### config.mk
export PLATFORM = sky130hd
export DESIGN_NAME = sorted_priority_queue_flat
export DESIGN_NICKNAME = d
export VERILOG_FILES = /design/src/spq_pkg.sv /design/src/spq_if.sv /design/src/spq_ctrl.sv /design/src/spq_datapath.sv /design/src/sorted_priority_queue.sv /design/src/flat_wrapper.sv
export SDC_FILE = /design/constraint.sdc
export NUM_CORES = 1
export LEC_CHECK = 0
export BUFFER_PORTS_ARGS = -buffer_cell sky130_fd_sc_hd__buf_2
export CAP_MARGIN = 40
export CELL_PAD_IN_SITES_DETAIL_PLACEMENT = 1
export CELL_PAD_IN_SITES_GLOBAL_PLACEMENT = 1
export CORE_MARGIN = 1.5
export CORE_UTILIZATION = 55
export CTS_BUF_LIST = sky130_fd_sc_hd__clkbuf_4
export CTS_CLUSTER_SIZE = 20
export DETAILED_ROUTE_END_ITERATION = 8
export MAX_ROUTING_LAYER = met4
export PLACE_DENSITY_LB_ADDON = 0.2
export RECOVER_POWER = 100
export SLEW_MARGIN = 20
export SYNTH_ARGS = -nofsm -noshare
export SYNTH_HDL_FRONTEND = slang
export SYNTH_SLANG_ARGS = --single-unit
### constraint.sdc
create_clock -name clk -period 6.51 [get_ports clk]
set_input_delay 0.3255 -clock clk [delete_from_list [all_inputs] [get_ports clk]]
set_output_delay 0.3255 -clock clk [all_outputs]
set_load 0.005 [all_outputs]
### src/spq_pkg.sv
// Shared types and codes for the sorted priority queue.
package spq_pkg;

  typedef enum logic [1:0] {
    OP_ENQUEUE = 2'd0,
    OP_DEQUEUE = 2'd1,
    OP_PEEK    = 2'd2
  } opcode_t;

  typedef enum logic [1:0] {
    ST_OK    = 2'd0,
    ST_EMPTY = 2'd1,
    ST_FULL  = 2'd2
  } status_t;

  typedef enum logic {
    S_IDLE = 1'b0,
    S_HOLD = 1'b1
  } state_t;

  typedef struct packed {
    logic    load;
    logic    shift_in;
    logic    shift_out;
    logic    show_head;
    status_t status;
  } cmd_t;

  typedef struct packed {
    logic empty;
    logic full;
  } stat_t;

endpackage

### src/spq_if.sv
// Request and response channel interfaces of the sorted priority queue.
interface spq_req_if #(
  parameter int VALUE_WIDTH = 16,
  parameter int PRIO_WIDTH  = 8
);
  logic                   valid;
  logic                   ready;
  logic [1:0]             opcode;
  logic [VALUE_WIDTH-1:0] item_value;
  logic [PRIO_WIDTH-1:0]  item_priority;

  modport source (output valid, opcode, item_value, item_priority, input ready);
  modport sink   (input valid, opcode, item_value, item_priority, output ready);
endinterface

interface spq_rsp_if #(
  parameter int VALUE_WIDTH = 16,
  parameter int PRIO_WIDTH  = 8,
  parameter int COUNT_WIDTH = 5
);
  logic                   valid;
  logic                   ready;
  logic [VALUE_WIDTH-1:0] head_value;
  logic [PRIO_WIDTH-1:0]  head_priority;
  logic [1:0]             status;
  logic [COUNT_WIDTH-1:0] entry_count;

  modport source (output valid, head_value, head_priority, status, entry_count, input ready);
  modport sink   (input valid, head_value, head_priority, status, entry_count, output ready);
endinterface

### src/spq_ctrl.sv
// Handshake controller and operation decoder of the sorted priority queue.
module spq_ctrl (
  input  logic           clk,
  input  logic           rst,
  input  logic           req_valid,
  output logic           req_ready,
  input  logic [1:0]     opcode,
  output logic           rsp_valid,
  input  logic           rsp_ready,
  input  spq_pkg::stat_t stat,
  output spq_pkg::cmd_t  cmd
);

  spq_pkg::state_t state;
  spq_pkg::state_t state_next;
  logic            accept;

  always_ff @(posedge clk) begin
    if (rst) begin
      state <= spq_pkg::S_IDLE;
    end else begin
      state <= state_next;
    end
  end

  always_comb begin
    req_ready     = (state == spq_pkg::S_IDLE) || rsp_ready;
    rsp_valid     = (state == spq_pkg::S_HOLD);
    accept        = req_valid && req_ready;
    cmd           = '0;
    cmd.status    = spq_pkg::ST_OK;
    cmd.load      = accept;
    state_next    = state;
    if (accept) begin
      state_next = spq_pkg::S_HOLD;
    end else if (rsp_ready) begin
      state_next = spq_pkg::S_IDLE;
    end
    case (spq_pkg::opcode_t'(opcode))
      spq_pkg::OP_ENQUEUE: begin
        if (stat.full) begin
          cmd.status = spq_pkg::ST_FULL;
        end else begin
          cmd.shift_in = accept;
        end
      end
      spq_pkg::OP_DEQUEUE: begin
        if (stat.empty) begin
          cmd.status = spq_pkg::ST_EMPTY;
        end else begin
          cmd.shift_out = accept;
          cmd.show_head = 1'b1;
        end
      end
      spq_pkg::OP_PEEK: begin
        if (stat.empty) begin
          cmd.status = spq_pkg::ST_EMPTY;
        end else begin
          cmd.show_head = 1'b1;
        end
      end
      default: begin
        cmd.status = spq_pkg::ST_OK;
      end
    endcase
  end

  a_no_insert_full: assert property (@(posedge clk) disable iff (rst)
    cmd.shift_in |-> !stat.full) else $error("insert while full");
  a_no_remove_empty: assert property (@(posedge clk) disable iff (rst)
    cmd.shift_out |-> !stat.empty) else $error("remove while empty");
  a_load_shows_result: assert property (@(posedge clk) disable iff (rst)
    cmd.load |=> rsp_valid) else $error("result not shown after accept");

endmodule

### src/spq_datapath.sv
// Compare-and-shift entry row, occupancy count and result register.
module spq_datapath #(
  parameter int DEPTH       = 16,
  parameter int VALUE_WIDTH = 16,
  parameter int PRIO_WIDTH  = 8,
  parameter int COUNT_WIDTH = 5
) (
  input  logic                   clk,
  input  logic                   rst,
  input  spq_pkg::cmd_t          cmd,
  output spq_pkg::stat_t         stat,
  input  logic [VALUE_WIDTH-1:0] item_value,
  input  logic [PRIO_WIDTH-1:0]  item_priority,
  output logic [VALUE_WIDTH-1:0] head_value,
  output logic [PRIO_WIDTH-1:0]  head_priority,
  output logic [1:0]             status,
  output logic [COUNT_WIDTH-1:0] entry_count
);

  logic [VALUE_WIDTH-1:0] vals  [DEPTH];
  logic [PRIO_WIDTH-1:0]  prios [DEPTH];
  logic [COUNT_WIDTH-1:0] count;
  logic [COUNT_WIDTH-1:0] count_next;
  logic [DEPTH-1:0]       gt;
  logic [DEPTH-1:0]       take_new;

  always_comb begin
    for (int i = 0; i < DEPTH; i++) begin
      gt[i] = (COUNT_WIDTH'(i) < count) && (prios[i] > item_priority);
    end
    take_new   = {gt[DEPTH-2:0], 1'b1};
    stat.empty = (count == '0);
    stat.full  = (count == COUNT_WIDTH'(DEPTH));
    count_next = count;
    if (cmd.shift_in) begin
      count_next = count + 1'b1;
    end else if (cmd.shift_out) begin
      count_next = count - 1'b1;
    end
  end

  always_ff @(posedge clk) begin
    if (rst) begin
      count <= '0;
    end else begin
      count <= count_next;
    end
  end

  always_ff @(posedge clk) begin
    for (int i = 0; i < DEPTH; i++) begin
      if (cmd.shift_in && !gt[i]) begin
        if (take_new[i]) begin
          vals[i]  <= item_value;
          prios[i] <= item_priority;
        end else begin
          vals[i]  <= vals[(i == 0) ? 0 : i-1];
          prios[i] <= prios[(i == 0) ? 0 : i-1];
        end
      end else if (cmd.shift_out && (i < DEPTH-1)) begin
        vals[i]  <= vals[(i < DEPTH-1) ? i+1 : i];
        prios[i] <= prios[(i < DEPTH-1) ? i+1 : i];
      end
    end
  end

  always_ff @(posedge clk) begin
    if (cmd.load) begin
      head_value    <= cmd.show_head ? vals[0] : '0;
      head_priority <= cmd.show_head ? prios[0] : '0;
      status        <= cmd.status;
      entry_count   <= count_next;
    end
  end

  a_count_bound: assert property (@(posedge clk) disable iff (rst)
    count <= COUNT_WIDTH'(DEPTH)) else $error("count beyond depth");
  a_insert_grows: assert property (@(posedge clk) disable iff (rst)
    cmd.shift_in |=> count == $past(count) + 1'b1) else $error("insert count");
  a_remove_shrinks: assert property (@(posedge clk) disable iff (rst)
    cmd.shift_out |=> count == $past(count) - 1'b1) else $error("remove count");

endmodule

### src/sorted_priority_queue.sv
// Top level of the sorted priority queue: controller, entry row and channels.
// Latency: the result of an item is valid in the cycle after it is accepted.
// Throughput: one item per cycle while results are taken; the compare-and-shift row finishes each
// operation in the accept cycle and a single result register holds it.
// A new item is taken when idle, or while the held result is taken in the same cycle.
// Reset clears the entry count and the handshake; row contents stay undefined.
module sorted_priority_queue #(
  parameter int DEPTH       = 16,
  parameter int VALUE_WIDTH = 16,
  parameter int PRIO_WIDTH  = 8
) (
  input logic      clk,
  input logic      rst,
  spq_req_if.sink   req,
  spq_rsp_if.source rsp
);

  localparam int COUNT_WIDTH = $clog2(DEPTH + 1);

  spq_pkg::cmd_t  cmd;
  spq_pkg::stat_t stat;

  spq_ctrl u_ctrl (
    .clk       (clk),
    .rst       (rst),
    .req_valid (req.valid),
    .req_ready (req.ready),
    .opcode    (req.opcode),
    .rsp_valid (rsp.valid),
    .rsp_ready (rsp.ready),
    .stat      (stat),
    .cmd       (cmd)
  );

  spq_datapath #(
    .DEPTH       (DEPTH),
    .VALUE_WIDTH (VALUE_WIDTH),
    .PRIO_WIDTH  (PRIO_WIDTH),
    .COUNT_WIDTH (COUNT_WIDTH)
  ) u_datapath (
    .clk           (clk),
    .rst           (rst),
    .cmd           (cmd),
    .stat          (stat),
    .item_value    (req.item_value),
    .item_priority (req.item_priority),
    .head_value    (rsp.head_value),
    .head_priority (rsp.head_priority),
    .status        (rsp.status),
    .entry_count   (rsp.entry_count)
  );

endmodule

### src/flat_wrapper.sv
// flat-port wrapper written by rule: the top's interface ports become plain ports
module sorted_priority_queue_flat 
#(
  parameter int DEPTH       = 16,
  parameter int VALUE_WIDTH = 16,
  parameter int PRIO_WIDTH  = 8
)
  (clk, rst, req_valid, req_opcode, req_item_value, req_item_priority, req_ready, rsp_valid, rsp_head_value, rsp_head_priority, rsp_status, rsp_entry_count, rsp_ready);
  spq_req_if #(.VALUE_WIDTH(VALUE_WIDTH), .PRIO_WIDTH(PRIO_WIDTH)) req_i ();
  spq_rsp_if #(.VALUE_WIDTH(VALUE_WIDTH), .PRIO_WIDTH(PRIO_WIDTH), .COUNT_WIDTH((5))) rsp_i ();
  input logic clk;
  input logic rst;
  input wire logic [$bits(req_i.valid)-1:0] req_valid;
  input wire logic [$bits(req_i.opcode)-1:0] req_opcode;
  input wire logic [$bits(req_i.item_value)-1:0] req_item_value;
  input wire logic [$bits(req_i.item_priority)-1:0] req_item_priority;
  output wire logic [$bits(req_i.ready)-1:0] req_ready;
  output wire logic [$bits(rsp_i.valid)-1:0] rsp_valid;
  output wire logic [$bits(rsp_i.head_value)-1:0] rsp_head_value;
  output wire logic [$bits(rsp_i.head_priority)-1:0] rsp_head_priority;
  output wire logic [$bits(rsp_i.status)-1:0] rsp_status;
  output wire logic [$bits(rsp_i.entry_count)-1:0] rsp_entry_count;
  input wire logic [$bits(rsp_i.ready)-1:0] rsp_ready;
  assign req_i.valid = req_valid;
  assign req_i.opcode = req_opcode;
  assign req_i.item_value = req_item_value;
  assign req_i.item_priority = req_item_priority;
  assign req_ready = req_i.ready;
  assign rsp_valid = rsp_i.valid;
  assign rsp_head_value = rsp_i.head_value;
  assign rsp_head_priority = rsp_i.head_priority;
  assign rsp_status = rsp_i.status;
  assign rsp_entry_count = rsp_i.entry_count;
  assign rsp_i.ready = rsp_ready;
  sorted_priority_queue #(.DEPTH(DEPTH), .VALUE_WIDTH(VALUE_WIDTH), .PRIO_WIDTH(PRIO_WIDTH)) u_core (.clk(clk), .rst(rst), .req(req_i), .rsp(rsp_i));
endmodule
Word level (Yosys, flattened, before mapping)
Memory sizes are Yosys's and may differ from the RTL's.
Index checks and enable logic that the tools add are counted.
{"block": "totals", "memories": 2, "regBits": 37, "mem_bits_rw": 384}
{"name": "u_core.u_datapath.vals", "depth": 16, "word_bits": 16, "rd": 16, "rd_clocked_by_memory_dff": 0, "wr": 16, "line_no": "spq_datapath.sv:20", "rtl": "logic [VALUE_WIDTH-1:0] vals [DEPTH];"}
{"name": "u_core.u_datapath.prios", "depth": 16, "word_bits": 8, "rd": 16, "rd_clocked_by_memory_dff": 0, "wr": 16, "line_no": "spq_datapath.sv:21", "rtl": "logic [PRIO_WIDTH-1:0] prios [DEPTH];"}
{"block": "op_classes", "n_bitwise": 61, "n_eq_ne": 3, "reduce_logical": 54, "n_mux": 196, "magnitude_cmp": 32, "n_addsub": 2}
{"operator": "2-to-1 mux 16 bit", "count": 30}
{"operator": "2-to-1 mux 8 bit", "count": 30}
{"operator": "2-to-1 mux 1 bit", "count": 130}
{"operator": "> comparator 8 bit", "count": 16}
{"operator": "bitwise OR 1 bit", "count": 60}
{"operator": "less-than comparator 4 x 5 -> 1 bit, first input constant", "count": 8}
{"operator": "logical AND 1 bit", "count": 33}
{"operator": "less-than comparator 3 x 5 -> 1 bit, first input constant", "count": 4}
{"operator": "zero test 1 bit", "count": 16}
{"operator": "less-than comparator 1 x 5 -> 1 bit, first input constant", "count": 2}
{"operator": "less-than comparator 2 x 5 -> 1 bit, first input constant", "count": 2}
{"operator": "2-to-1 mux 5 bit", "count": 2}
{"operator": "adder 5 x 1 -> 5 bit, second input constant", "count": 1}
{"operator": "== test 5 bit, second input constant", "count": 1}
{"operator": "zero test 5 bit", "count": 1}
{"operator": "subtractor 5 x 1 -> 5 bit, second input constant", "count": 1}
{"operator": "2-to-1 mux 2 bit", "count": 2}
{"operator": "case mux 2 bit (2 select lines)", "count": 1}
{"operator": "== test 2 x 1 -> 1 bit, second input constant", "count": 1}
{"operator": "== test 2 bit, second input constant", "count": 1}
{"operator": "zero test 2 bit", "count": 1}
{"operator": "case mux 1 bit (2 select lines)", "count": 1}
{"operator": "nonzero test 2 bit", "count": 1}
{"operator": "OR reduction 2 bit", "count": 1}
{"operator": "2 further kinds", "count": 2}

Logic depth before layout (Yosys ltp)
{"block": "logic_depth", "word_depth": 10, "depth_mapped": 13, "mapped_depth_nobuf": 8}

Modules after synthesis
Synthesis repeated with hierarchy kept, for this count alone.
{"block": "hier_totals", "hier_cells": 2037, "area_unflattened_um2": 23633.9}
{"module": "spq_datapath", "seq_area_each_um2": 12562.0, "n_inst": 1, "area_per_inst_um2": 23472.5, "cells_each": 2019}
{"module": "spq_ctrl", "seq_area_each_um2": 20.0, "n_inst": 1, "area_per_inst_um2": 161.4, "cells_each": 18}

Worst setup path before layout
No wires, ideal clock.
{"block": "synth_timing", "kind": "input to register", "start": "in req_item_priority[5]", "end": "mem u_core.u_datapath.prios[6][0], in the netlist u_core.u_datapath.prios[0][48] (enable)", "arrival_ns": 3.675, "n_path_buf": 1, "slack_ns": 2.397, "cell_stages": 8, "path_cell_list": "inv_1 ha_1 a21oi_1 nor2b_1 o21ai_0 a31oi_1 clkbuf_1 o21ai_0"}
{"element": "start, declared", "line_no": "flat_wrapper.sv:16", "rtl": "input wire logic [$bits(req_i.item_priority)-1:0] req_item_priority;"}
{"element": "end, declared", "line_no": "spq_datapath.sv:21"}

==> results.ini <==
[die]
die_area_mm2=0.04453
core_mm2=0.04289
chipWidth_um=211.0
start_util=0.5549
rows=76
ios=63
fp.dieH_um=211.0

[power_and_ir_drop]
p_int_mw=4.712
swShare=0.2832
sequentialPowerShare=0.500
total_leakage_power_nw=10.14
power_density_mw_per_mm2=251.7
power_switching_mw=1.862
peakVddDrop_v=0.0001861
clock_power_share=0.373
power_frac_comb=0.127

[critical_path]
arrival_ps=5830
cp.required_ps=7110
critPathMaxFanout=36
rr_startpoint=u_core.u_datapath.count[1]
setup.worst_path.start=u_core.u_datapath.count[1]
endpoint_kind=flop
critPathLaunchType=flop
path_class=reg -> reg

[global_routing]
overflow=0
grt_pass1_wl_mm=114.9
grt_pass1_vias=19776
grt_max_degree=52
grt.total_usage=0.3455
antenna_found_initial=4

[detailed_routing]
wirelength_mm=75.30
wl_per_cell_um=27.43
dr.pass1.iters=5
dr_total_vias=18947
via_per_inst=6.902
postRouteAntennaNets=0
drc=0
drt_iter0_drc=1706

[sta]
finalSetupViolations=0
slew_headroom=-0.5765
fin_ws_ps=1277
drv_slew=264
post-route-min-period_ps=5233
rsz0062_at_grt=false
finalSetupTns_ps=0
hold_viol=0
min_period_over_period=0.8038
holdWs_ps=76.99
tightest_slew_ps=2365
fin_skew_ps=84.27
fmax_mhz=191.1

[place]
dp_hpwl_mm=50.37
dpl_worst_slack_ps=2258
gp_congestion=0.9142
port_buffers=62

[synthesis]
yosysWarnings=0
netlist_area_mm2=0.02380
synth_seq_area_share=0.5287
syn_avg_cell_area_um2=12.17
ys_async_sr_fraction=0
ys.flop_type=edfxtp_1
synth-edff-count=415
yosysUniqueCellTypes=80
ys_seq_elements=421
synthCells=1956
syn_nets=2122

[layout]
fin_nets=2232
postLayoutCoreUtil=0.6091
area_growth_pct=9.769
layout_common_cells=edfxtp_1 (415), a221o_1 (193), clkbuf_4 (172)
drive_gt1_frac=0.1425
final_common_cell=edfxtp_1
fill_cells=4400

[clocking]
path_clk_slew_ps=70
cts-root-buf=clkbuf_4
cts_setup_buffers=0
postCtsHoldBufs=27
clk_latency_ps=930
htree_num_levels=3
numClockSinks=421
tritoncts=done
clockBufferDepth=3
cts_resized=0
cts_made_buffers=115

[run_status]
violations=capacitance limit, slew limit
status=finished with violations

[run]
maxCapViolCount=11

[min_path]
holdCritPathClass=in -> reg
hold_path.startpoint=req_opcode[0]

worst paths after layout:
kind / to / slack (ps) / cells past startpoint
max: u_core.u_datapath.prios[1][46] / 1280 / 8
min: u_core.u_datapath.status[0] / 80 / 4
max reg2reg: u_core.u_datapath.prios[1][46] / 1280 / 8
min reg2reg: u_core.u_datapath.vals[1][101] / 560 / 2
through the flow:
stage / instance area (µm²) / cells / power (mW)
2_1_floorplan: 23800 / 1956 / 3.858
3_3_place_gp: 24410 / 2486 / 4.074
3_5_place_dp: 24660 / 2501 / 4.156
4_1_cts: 26380 / 2734 / 6.596
5_1_grt: 26120 / 2745 / 6.808
6_report: 26120 / 2745 / 6.574
flip-flops by register name, indices dropped and copies added, names as in the netlist:
register	cells
u_core.u_datapath.head_value	16
u_core.u_datapath.status	2
u_core.u_datapath.prios	128
u_core.u_datapath.head_priority	8
u_core.u_datapath.entry_count	5
u_core.u_ctrl.rsp_valid	1
u_core.u_datapath.vals	256
u_core.u_datapath.count	5
critical path: stages, from the launching register on:
cell and delay [ps]:
dfxtp_1 580, inv_1 160, ha_1 250, nor4b_1 220, and4b_1 320, clkbuf_1 1670, mux2i_1 580, clkbuf_1 640
a221o_1 490
synthesized netlist by cell type, drive strengths merged (3+ instances only):
cell	n	area share
a31oi	3	0.00079
a21oi	69	0.015
buf	89	0.024
nand2	73	0.012
o211a	3	0.0013
nand3	6	0.0013
and3	129	0.034
o21a	37	0.012
edfxtp	415	0.52
nor3	7	0.0021
ha	136	0.072
or3	4	0.0013
dfxtp	6	0.0050
mux2i	51	0.022
o311ai	23	0.0085
inv	102	0.016
a221o	193	0.081
o32ai	24	0.0088
a22oi	77	0.025
mux2	23	0.011
and2	31	0.0081
or2	4	0.0011
xnor2	3	0.0011
o22ai	3	0.00079
a21o	18	0.0057
a211oi	13	0.0055
a2111oi	3	0.0022
o21ai	75	0.018
a21boi	3	0.0016
nand2b	4	0.0011
and4	9	0.0033
o221ai	3	0.0011
nor2	115	0.018
o221a	25	0.012
o211ai	14	0.0046
nor2b	20	0.0053
clkbuf	77	0.012
o31ai	30	0.0099
nand4	18	0.0050
power by group through the flow:
stage / combinational [mW] / clock, mW / sequential [mW]
finish: 0.836 / 2.45 / 3.29
global route: 0.904 / 2.61 / 3.30
CTS: 0.842 / 2.48 / 3.28
detailed placement: 0.823 / 0 / 3.33
global placement: 0.742 / 0 / 3.33
floorplan: 0.570 / 0 / 3.29
cell type report:
| type | instances | area, µm² | share of cell area |
|---|---|---|---|
| repair buffers | 159 | 1090 | 0.04172 |
| clock inverters | 34 | 155.1 | 0.005939 |
| multi-input cells | 1267 | 9877 | 0.3781 |
| clock buffers | 172 | 1291 | 0.04943 |
| inverters | 102 | 382.9 | 0.01466 |
| well taps | 585 | 732.0 | 0.02802 |
| flip-flops and latches | 421 | 12580 | 0.4817 |
| diodes | 5 | 12.51 | 0.0004790 |
layer usage:
metal	vias up	GRT usage	routed length (µm)
met1	9720	0.4422	30440
met5	-	-	0
met2	876	0.5639	37260
met3	201	0.05412	5142
met4	0	0.1138	2456
li1	8150	-	-
logic make-up (layout without fill, tap and decap cells):
logic type | count (synthesis) | in the layout | synth area share
adder cells (fa/ha/maj) | 136 | 136 | 0.07150
AO/OA/AOI/OAI | 624 | 624 | 0.2164
flip-flops | 421 | 421 | 0.5287
buffers and inverters | 268 | 467 | 0.05189
multiplexers | 74 | 74 | 0.03286
other | 0 | 5 | 0
AND/OR/NAND/NOR | 429 | 429 | 0.09721
XOR/XNOR | 4 | 4 | 0.001472
Note: power is estimated with default switching activity, not from simulation.
